--- config.mk ---
export PLATFORM = sky130hd
export DESIGN_NAME = rpe_ctrl
export DESIGN_NICKNAME = d
export VERILOG_FILES = /design/src/design/rsa_public_exponent_encrypt_assert.svh /design/src/design/rpe_pkg.sv /design/src/design/rpe_ctrl.sv
export SDC_FILE = /design/constraint.sdc
export NUM_CORES = 1
export LEC_CHECK = 0
export BUFFER_PORTS_ARGS = -buffer_cell sky130_fd_sc_hd__clkbuf_2
export CAP_MARGIN = 10
export CORE_ASPECT_RATIO = 0.5
export CORE_UTILIZATION = 49
export CTS_CLUSTER_DIAMETER = 30
export DETAILED_ROUTE_END_ITERATION = 7
export GPL_TIMING_DRIVEN = 0
export PLACE_DENSITY = 0.72
export SYNTH_ARGS = -nofsm -noshare
export SYNTH_HDL_FRONTEND = slang
export SYNTH_SLANG_ARGS = --single-unit
--- constraint.sdc ---
create_clock -name clk -period 2.5 [get_ports clk]
set_clock_uncertainty 0.15 [all_clocks]
set_input_delay 0 -clock clk [delete_from_list [all_inputs] [get_ports clk]]
set_output_delay 0 -clock clk [all_outputs]
set_load 0.005 [all_outputs]
--- src/design/rsa_public_exponent_encrypt_assert.svh ---
// Assertion macros shared by the RSA encryption block.
`ifndef RSA_PUBLIC_EXPONENT_ENCRYPT_ASSERT_SVH
`define RSA_PUBLIC_EXPONENT_ENCRYPT_ASSERT_SVH

// Same-cycle implication, sampled on clk and disabled during reset.
`define RPE_ASSERT_IMPLIES(lbl, ante, cons, msg) \
	lbl: assert property (@(posedge clk) disable iff (!arst_n) (ante) |-> (cons)) \
		else $error(msg);

// Next-cycle implication, sampled on clk and disabled during reset.
`define RPE_ASSERT_NEXT(lbl, ante, cons, msg) \
	lbl: assert property (@(posedge clk) disable iff (!arst_n) (ante) |=> (cons)) \
		else $error(msg);

`endif

--- src/design/rpe_pkg.sv ---
// Shared types and constants of the RSA encryption block.
`timescale 1ns / 1ps
`default_nettype none

package rpe_pkg;

	localparam int KEY_BYTES_DEF = 64;
	// Padding needs two header bytes, at least eight pad bytes and a separator.
	localparam int PAD_OVERHEAD  = 11;
	localparam logic [7:0] BLOCK_TYPE_2 = 8'h02;

	typedef enum logic [1:0] {
		OP_MODULUS = 2'd0,
		OP_MESSAGE = 2'd1,
		OP_PAD     = 2'd2,
		OP_START   = 2'd3
	} op_t;

	typedef enum logic [1:0] {
		STATUS_OK        = 2'd0,
		STATUS_TOO_LARGE = 2'd1,
		STATUS_TOO_LONG  = 2'd2
	} status_t;

	typedef enum logic [1:0] {
		REG_PADDING_MODE   = 2'd0,
		REG_PAYLOAD_LENGTH = 2'd1,
		REG_SQUARE_ROUNDS  = 2'd2
	} reg_idx_t;

	typedef enum logic {
		PASS_RAW = 1'b0,
		PASS_PAD = 1'b1
	} pass_t;

	// Commands from the controller to the datapath.
	typedef struct packed {
		logic        load_en;
		op_t         load_op;
		logic [7:0]  load_value;
		logic        clr_counts;
		logic        rd_en;
		pass_t       rd_pass;
		logic        copy_raw;
		logic        init_pow;
		logic        mm_start;
		logic        mm_sel_m;
		logic        dbl;
		logic        add;
		logic        red;
		logic        shift_a;
		logic        fin;
		logic        out_byte;
		logic        out_err;
		status_t     out_status;
		logic        out_last;
		logic [5:0]  pay_len;
	} dp_cmd_t;

	// Status from the datapath to the controller.
	typedef struct packed {
		logic a_msb;
		logic top_ge;
	} dp_stat_t;

endpackage

`default_nettype wire

--- src/design/rpe_ctrl.sv ---
// Controller: configuration registers, sequencing state machine, result valid.
`timescale 1ns / 1ps
`default_nettype none

module rpe_ctrl #(
	parameter int KEY_BYTES = rpe_pkg::KEY_BYTES_DEF
) (
	input  logic                         clk,
	input  logic                         arst_n,
	input  logic                         wr_en,
	input  logic [1:0]                   wr_index,
	input  logic [5:0]                   wr_data,
	input  logic                         in_valid,
	output logic                         in_ready,
	input  logic [1:0]                   in_operation,
	input  logic [7:0]                   in_value,
	output logic                         out_valid,
	input  logic                         out_ready,
	output rpe_pkg::dp_cmd_t             dp_cmd,
	output logic [$clog2(KEY_BYTES)-1:0] rd_addr,
	input  rpe_pkg::dp_stat_t            stat
);

	import rpe_pkg::*;

	localparam int AW = $clog2(KEY_BYTES);
	localparam int NB = KEY_BYTES * 8;
	localparam int BW = $clog2(NB);
	localparam logic [AW:0]   IDX_END  = (AW+1)'(KEY_BYTES);
	localparam logic [AW:0]   IDX_LAST = (AW+1)'(KEY_BYTES - 1);
	localparam logic [BW-1:0] BIT_LAST = BW'(NB - 1);
	localparam logic [6:0]    LEN_MAX  = 7'(KEY_BYTES - PAD_OVERHEAD);

	typedef enum logic [11:0] {
		S_IDLE  = 12'b0000_0000_0001,
		S_RAW   = 12'b0000_0000_0010,
		S_PAD   = 12'b0000_0000_0100,
		S_COPY  = 12'b0000_0000_1000,
		S_CHECK = 12'b0000_0001_0000,
		S_SETUP = 12'b0000_0010_0000,
		S_DBL   = 12'b0000_0100_0000,
		S_ADD   = 12'b0000_1000_0000,
		S_RED   = 12'b0001_0000_0000,
		S_FIN   = 12'b0010_0000_0000,
		S_EMIT  = 12'b0100_0000_0000,
		S_ERR   = 12'b1000_0000_0000
	} state_t;

	state_t        state_q, state_d;
	logic [AW:0]   idx_q, idx_d;
	logic [BW-1:0] bit_q, bit_d;
	logic [4:0]    rem_q, rem_d;
	status_t       err_q, err_d;
	logic          out_valid_q, load_out;
	logic          mode_q;
	logic [5:0]    len_q;
	logic [4:0]    rounds_q;
	logic          accept, slot_free, len_bad, bit_done;

	assign in_ready  = state_q == S_IDLE;
	assign accept    = in_valid && in_ready;
	assign slot_free = !out_valid_q || out_ready;
	assign len_bad   = {1'b0, len_q} > LEN_MAX;
	assign bit_done  = bit_q == BIT_LAST;
	assign out_valid = out_valid_q;
	assign rd_addr   = idx_q[AW-1:0];

	always_comb begin
		dp_cmd            = '0;
		dp_cmd.load_op    = op_t'(in_operation);
		dp_cmd.load_value = in_value;
		dp_cmd.pay_len    = len_q;
		dp_cmd.out_status = err_q;
		state_d  = state_q;
		idx_d    = idx_q;
		bit_d    = bit_q;
		rem_d    = rem_q;
		err_d    = err_q;
		load_out = 1'b0;
		unique case (state_q)
			S_IDLE: begin
				if (accept) begin
					if (op_t'(in_operation) != OP_START) begin
						dp_cmd.load_en = 1'b1;
					end else begin
						dp_cmd.clr_counts = 1'b1;
						idx_d = '0;
						if (mode_q && len_bad) begin
							err_d   = STATUS_TOO_LONG;
							state_d = S_ERR;
						end else begin
							state_d = S_RAW;
						end
					end
				end
			end
			S_RAW, S_PAD: begin
				// The read issued at the last address lands in the next cycle, while idx_q holds IDX_END.
				dp_cmd.rd_pass = (state_q == S_PAD) ? PASS_PAD : PASS_RAW;
				if (idx_q != IDX_END) begin
					dp_cmd.rd_en = 1'b1;
					idx_d = idx_q + (AW+1)'(1);
				end else begin
					idx_d = '0;
					if (state_q == S_PAD) begin
						state_d = S_CHECK;
					end else begin
						state_d = mode_q ? S_PAD : S_COPY;
					end
				end
			end
			S_COPY: begin
				dp_cmd.copy_raw = 1'b1;
				state_d = S_CHECK;
			end
			S_CHECK: begin
				if (stat.top_ge) begin
					err_d   = STATUS_TOO_LARGE;
					state_d = S_ERR;
				end else begin
					dp_cmd.init_pow = 1'b1;
					rem_d   = rounds_q;
					state_d = S_SETUP;
				end
			end
			S_SETUP: begin
				// Squarings first; the last product is by the message itself.
				dp_cmd.mm_start = 1'b1;
				dp_cmd.mm_sel_m = rem_q == 5'd0;
				bit_d   = '0;
				state_d = S_DBL;
			end
			S_DBL: begin
				dp_cmd.dbl = 1'b1;
				if (stat.a_msb) begin
					state_d = S_ADD;
				end else begin
					dp_cmd.shift_a = 1'b1;
					if (bit_done) begin
						state_d = S_FIN;
					end else begin
						bit_d = bit_q + BW'(1);
					end
				end
			end
			S_ADD: begin
				dp_cmd.add = 1'b1;
				state_d = S_RED;
			end
			S_RED: begin
				dp_cmd.red     = 1'b1;
				dp_cmd.shift_a = 1'b1;
				if (bit_done) begin
					state_d = S_FIN;
				end else begin
					bit_d   = bit_q + BW'(1);
					state_d = S_DBL;
				end
			end
			S_FIN: begin
				dp_cmd.fin = 1'b1;
				if (rem_q == 5'd0) begin
					idx_d   = '0;
					state_d = S_EMIT;
				end else begin
					rem_d   = rem_q - 5'd1;
					state_d = S_SETUP;
				end
			end
			S_EMIT: begin
				if (slot_free) begin
					dp_cmd.out_byte = 1'b1;
					dp_cmd.out_last = idx_q == IDX_LAST;
					load_out = 1'b1;
					if (idx_q == IDX_LAST) begin
						state_d = S_IDLE;
					end else begin
						idx_d = idx_q + (AW+1)'(1);
					end
				end
			end
			S_ERR: begin
				if (slot_free) begin
					dp_cmd.out_err  = 1'b1;
					dp_cmd.out_last = 1'b1;
					load_out = 1'b1;
					state_d  = S_IDLE;
				end
			end
			default: begin
				state_d = S_IDLE;
			end
		endcase
	end

	always_ff @(posedge clk or negedge arst_n) begin
		if (!arst_n) begin
			state_q     <= S_IDLE;
			idx_q       <= '0;
			bit_q       <= '0;
			rem_q       <= '0;
			err_q       <= STATUS_OK;
			out_valid_q <= 1'b0;
			mode_q      <= 1'b1;
			len_q       <= 6'd0;
			rounds_q    <= 5'd16;
		end else begin
			state_q <= state_d;
			idx_q   <= idx_d;
			bit_q   <= bit_d;
			rem_q   <= rem_d;
			err_q   <= err_d;
			if (load_out) begin
				out_valid_q <= 1'b1;
			end else if (out_ready) begin
				out_valid_q <= 1'b0;
			end
			if (wr_en) begin
				unique case (wr_index)
					REG_PADDING_MODE:   mode_q   <= wr_data[0];
					REG_PAYLOAD_LENGTH: len_q    <= wr_data;
					REG_SQUARE_ROUNDS:  rounds_q <= wr_data[4:0];
					default: begin
					end
				endcase
			end
		end
	end

endmodule

`default_nettype wire

# Word-level counts from Yosys, hierarchy flattened
# Cells that the tools add are included.
# op_classes
n_eq_ne	32
order_cmp	1
muxes	60
n_reduce_logical	21
add_sub_neg	3
# op_table
cell	count
12-bit case mux with 11 select lines	1
12-bit two-way mux	10
7-bit two-way mux	6
7-bit case mux with 4 select lines	1
9-bit case mux with 3 select lines	1
2-bit inequality test, second input constant	12
1-bit two-way mux	23
9-bit two-way mux	2
5-bit two-way mux	3
12-bit by 1-bit == test with 1-bit output, second input constant	1
12-bit by 10-bit == test with 1-bit output, second input constant	1
12-bit by 11-bit == test with 1-bit output, second input constant	1
12-bit == test, second input constant	1
12-bit by 2-bit == test with 1-bit output, second input constant	1
12-bit by 3-bit == test with 1-bit output, second input constant	1
12-bit by 4-bit == test with 1-bit output, second input constant	1
12-bit by 5-bit == test with 1-bit output, second input constant	1
12-bit by 6-bit == test with 1-bit output, second input constant	1
12-bit by 7-bit == test with 1-bit output, second input constant	1
12-bit by 8-bit == test with 1-bit output, second input constant	1
12-bit by 9-bit == test with 1-bit output, second input constant	1
2-bit two-way mux	6
11-bit two-way mux	1
10-bit two-way mux	1
other kinds (29)	38
# totals
output_inout_bits	42
reg_bits	48
elab_cells	126
in_bits	25

# Depth between registers and ports, before layout
# depth
ltp_word	6
mapped_depth	8
mapped_depth_nobuf	8

# Least setup slack after synthesis
# No wires, ideal clock.
# synth_timing
path_type	flip-flop to flip-flop
startpoint	reg state_q[0]
endpoint	reg idx_q[6]
synth_period_minus_slack_ns	2.637
setup_slack_ns	-0.137
t_required_ns	2.228
path_buffers	2
arrival_time_ns	2.365
stages_incl_launch_ff	8
setup_ns	0.122
path_cell_list	dfstp_2 clkbuf_1 or4b_2 a31o_2 o22a_1 and2_1 buf_6 a32o_1
# synth_via
elab_chain_cells	4
word_cells_on_any_way	15
classes_between	10 x eq/ne; 1 x mux; 4 x reduce/logical
# synth_lines
item	line	rtl
start: declaration	rpe_ctrl.sv:49	state_t state_q, state_d;
start signal: assignment	rpe_ctrl.sv:208	state_q <= state_d;
12-bit by 3-bit == test with 1-bit output (tied with other cells)	rpe_ctrl.sv:80	unique case (state_q)
2-bit OR reduction / 1-bit logical AND (equally long branches)	rpe_ctrl.sv:80, rpe_ctrl.sv:61	
4-bit nonzero test (no source line) / 2-bit by 1-bit inequality test with 1-bit output (equally long branches)	n/a	
6-bit AND reduction (no source line)	n/a	
end signal: assignment	rpe_ctrl.sv:209	idx_q <= idx_d;
end: declaration	rpe_ctrl.sv:50	logic [AW:0] idx_q, idx_d;
# Parallel ways exist; a longest one is shown, timed or not.
# A chain may end at the register's enable or synchronous reset.

# Worst setup path after layout
# layout_timing
startpoint	reg state_q[5]
endpoint	reg bit_q[6]
# layout_via
elab_chain_cells	3
word_cells_on_any_way	7
classes_between	4 x eq/ne; 1 x mux; 2 x reduce/logical
# layout_lines
item	line	rtl
12-bit by 7-bit == test with 1-bit output (tied with other cells)	rpe_ctrl.sv:80	
2-bit inequality test (no source line) / 3-bit nonzero test (equally long branches)	n/a	
2-bit AND reduction (no source line)	n/a	
end signal: assignment	rpe_ctrl.sv:210	bit_q <= bit_d;
end: declaration	rpe_ctrl.sv:51	logic [BW-1:0] bit_q, bit_d;
# Parallel ways exist; a longest one is shown, timed or not.

==> impl_metrics.csv <==
group,metric,value,unit
placement,dp_slack,-0.348,ns
setup_path,cp_max_fo,6,
setup_path,worstSetupPathType,"reg2reg",
setup_path,r2r_start,"state_q[5]$_DFFE_PN0P_",
timing,relSlewSlack,0.627,
synth,synthCells,310,
grt,grt_pass1_vias,2633,
route,dr.pass1.iters,6,
route,drt_first_iter_violations,175,
placement,dp_hpwl,4.95,mm
clocking,path_clk_slew,0.07,ns
setup_path,crit_start,"state_q[5]$_DFFE_PN0P_",
final_layout,final_layout_size_suffix_gt1_frac,0.420,
placement,globalplace.congestion,0.834,
final_layout,area_delta_synth_final,36.1,%
floorplan,die_w,113,um
synth,synth_edf_count,0,
setup_path,start_kind,"register",
timing,min_period,2.58,ns
route,remaining_drc_errors,0,
outcome,status,"finished, violations left",
setup_path,crit_end,"bit_q[6]$_DFFE_PN0P_",
floorplan,fp.dieArea,6450,um2
floorplan,pin_count,67,
route,wl_per_cell,16.2,um
synth,synth.top_cell.area_share,0.376,
clocking,clock_sinks,48,
grt,grt_overflow,0,
synth,synth_area,3000,um2
job,maxCapViolCount,0,
clocking,insertion_delay,0.29,ns
power,power.leakage,0.00190,uW
timing,tightest_slew,0.560,ns
synth,yosys.area.top_type,"dfrtp_1",
synth,syn_nets,341,
synth,synth_cell_types,55,
setup_path,reg2reg_to,"bit_q[6]$_DFFE_PN0P_",
setup_path,reg2reg_slack,-0.08,ns
final_layout,fillCellCount,379,
floorplan,core,5680,um2
floorplan,num_rows,19,
route,via_count,2800,
placement,portBuffers,58,
hold_path,hold_class,"in2async",
synth,avgSynthCellArea,9.67,um2
final_layout,fin_util,0.718,
clocking,ctsHtreeMaxLevel,2,
synth,synth_area_leaders,"dfrtp_1 38%, mux2_2 4.9%, buf_4 4.0%",
timing,min_period_over_period,1.03,
grt,antenna_found_initial,0,
timing,finalHoldViolCount,5,
synth,synthFlopType,"dfrtp_1",
clocking,cts_buffers,5,
floorplan,start_util,0.528,
route,ant_nets,0,
clocking,cts_tree,"yes",
setup_path,r2r_cells,6,
route,wl,7.76,mm
outcome,violations,"negative hold slack, negative setup slack",
clocking,root_buffer,"clkbuf_16",
setup_path,cp.required,2.54,ns
synth,async_reset_ff_frac,1.00,
final_layout,final_net_count,437,
setup_path,critPathArrivalTime,2.62,ns
timing,hold_ws,-0.00157,ns
power,peakVddDrop,0.000456,V
clocking,clk_path_buf_depth,2,
synth,synth_warnings,0,
power,p_per_area,900,nW/um2
route,viasPerCell,5.83,
setup_path,critPathCaptureType,"register",
synth,ys_ff_latch,48,
timing,fin_ws,-0.0815,ns
timing,rsz0062_at_grt,"yes",
synth,yosysSeqAreaShare,0.402,
grt,grt_max_degree,49,
floorplan,die_h,57.3,um
timing,max_freq,0.387,GHz
grt,grt_use_total,0.242,
synth,synth.most_common_cell,"dfrtp_1",
grt,grt_pass1_wl,12.1,mm
timing,setup_viol,7,
final_layout,diodes,0,
synth,synthTopCellsByCount,"45 x dfrtp_1, 24 x nor2_1, 23 x nand2_1, 17 x o21ai_0, 16 x buf_4",
timing,maxSlewViolCount,0,
[where the power goes]
part | total [uW] | internal [uW] | switching (uW)
sequential | 1120 | 957 | 161
combinational | 1880 | 896 | 988
clock | 669 | 370 | 299
[per-layer routing]
layer / vias up / part of all wire / routed length, um / global-route usage
li1: 1307 / - / - / -
met3: 21 / 0.067 / 518 / 0.0531
met1: 1347 / 0.44 / 3440 / 0.310
met2: 125 / 0.47 / 3640 / 0.410
met5: - / 0 / 0 / 0
met4: 0 / 0.021 / 160 / 0.0933
[registers in the layout (all words and copies together) (netlist names)]
register / count
state_q: 12
bit_q: 9
idx_q: 7
len_q: 6
rem_q: 5
rounds_q: 5
err_q: 2
mode_q: 1
out_valid: 1
[metrics by stage]
| stage | area, um2 | power [uW] | setup TNS (ns) | std cells |
|---|---|---|---|---|
| after floorplan | 3000 | 2170 | -0.203 | 310 |
| after global placement | 3380 | 2530 | -4.18 | 441 |
| after detailed placement | 3380 | 2580 | -4.99 | 441 |
| after CTS | 3810 | 3450 | -1.16 | 465 |
| after global routing | 4080 | 3880 | -1.03 | 480 |
| final | 4080 | 3670 | -0.334 | 480 |
[critical path, stage by stage, from the launching register on]
cell	delay, ns
dfrtp_2	0.45
or4b_4	0.53
or4_4	0.57
buf_12	0.17
a2111oi_4	0.37
xnor2_1	0.16
nor2_1	0.06
[cells by family after synthesis]
logic type               after synthesis  share of synthesized area
multiplexers                          16                     0.0588
flip-flops                            48                      0.402
AO/OA/AOI/OAI                         62                      0.164
buffers and inverters                 44                     0.0885
AND/OR/NAND/NOR                      125                      0.235
adder cells (fa/ha/maj)                6                     0.0250
XOR/XNOR                               9                     0.0263
[placed cells by master, fill, tap and decap left out, types with 4 or more instances in the layout]
| cell | Yosys | routed |
|---|---|---|
| clkbuf_2 | 0 | 57 |
| dfrtp_1 | 45 | 40 |
| buf_4 | 16 | 34 |
| nor2_1 | 24 | 23 |
| nand2_1 | 23 | 23 |
| o21ai_0 | 17 | 16 |
| inv_1 | 14 | 13 |
| mux2_2 | 13 | 13 |
| dlygate4sd3_1 | 0 | 12 |
| nor2b_1 | 9 | 9 |
| nor3_1 | 12 | 8 |
| a21oi_1 | 10 | 8 |
| o211ai_1 | 8 | 8 |
| buf_6 | 5 | 7 |
| nor3b_1 | 8 | 7 |
| nand3_1 | 8 | 7 |
| xnor2_1 | 6 | 6 |
| nand4_1 | 6 | 6 |
| clkbuf_16 | 0 | 6 |
| or4_4 | 3 | 5 |
| a32o_1 | 5 | 5 |
| ha_1 | 6 | 5 |
| dfrtp_2 | 0 | 5 |
| a2111oi_4 | 2 | 4 |
[how the worst min path moves through the flow]
stage                            endpoint  cells after the start
finish               idx_q[5]$_DFFE_PN0P_                      2
global route        out_valid$_DFFE_PN0P_                      2
CTS                            dp_cmd[25]                      2
detailed placement             dp_cmd[25]                      2
global placement               dp_cmd[27]                      2
floorplan            bit_q[0]$_DFFE_PN0P_                      0
[layout make-up]
type / instances / area [um2] / share of cell area
inverters: 15 / 58.8 / 0.0144
flip-flops and latches: 48 / 1210 / 0.297
well taps: 73 / 91.3 / 0.0224
clock inverters: 2 / 12.5 / 0.00307
clock buffers: 6 / 129 / 0.0316
multi-input cells: 218 / 1750 / 0.428
repair buffers: 92 / 613 / 0.150
plain buffers: 26 / 216 / 0.0531
[repair_timing]
item,4_1_cts,5_1_grt
endpoints found under the setup margin,33,30
resized for setup,27,37
gates cloned,0,1
hold buffers,12,0
hold endpoints to repair,62,0
pin swaps,5,25
setup buffers,6,15
Note: power is estimated with default switching activity, not from simulation.
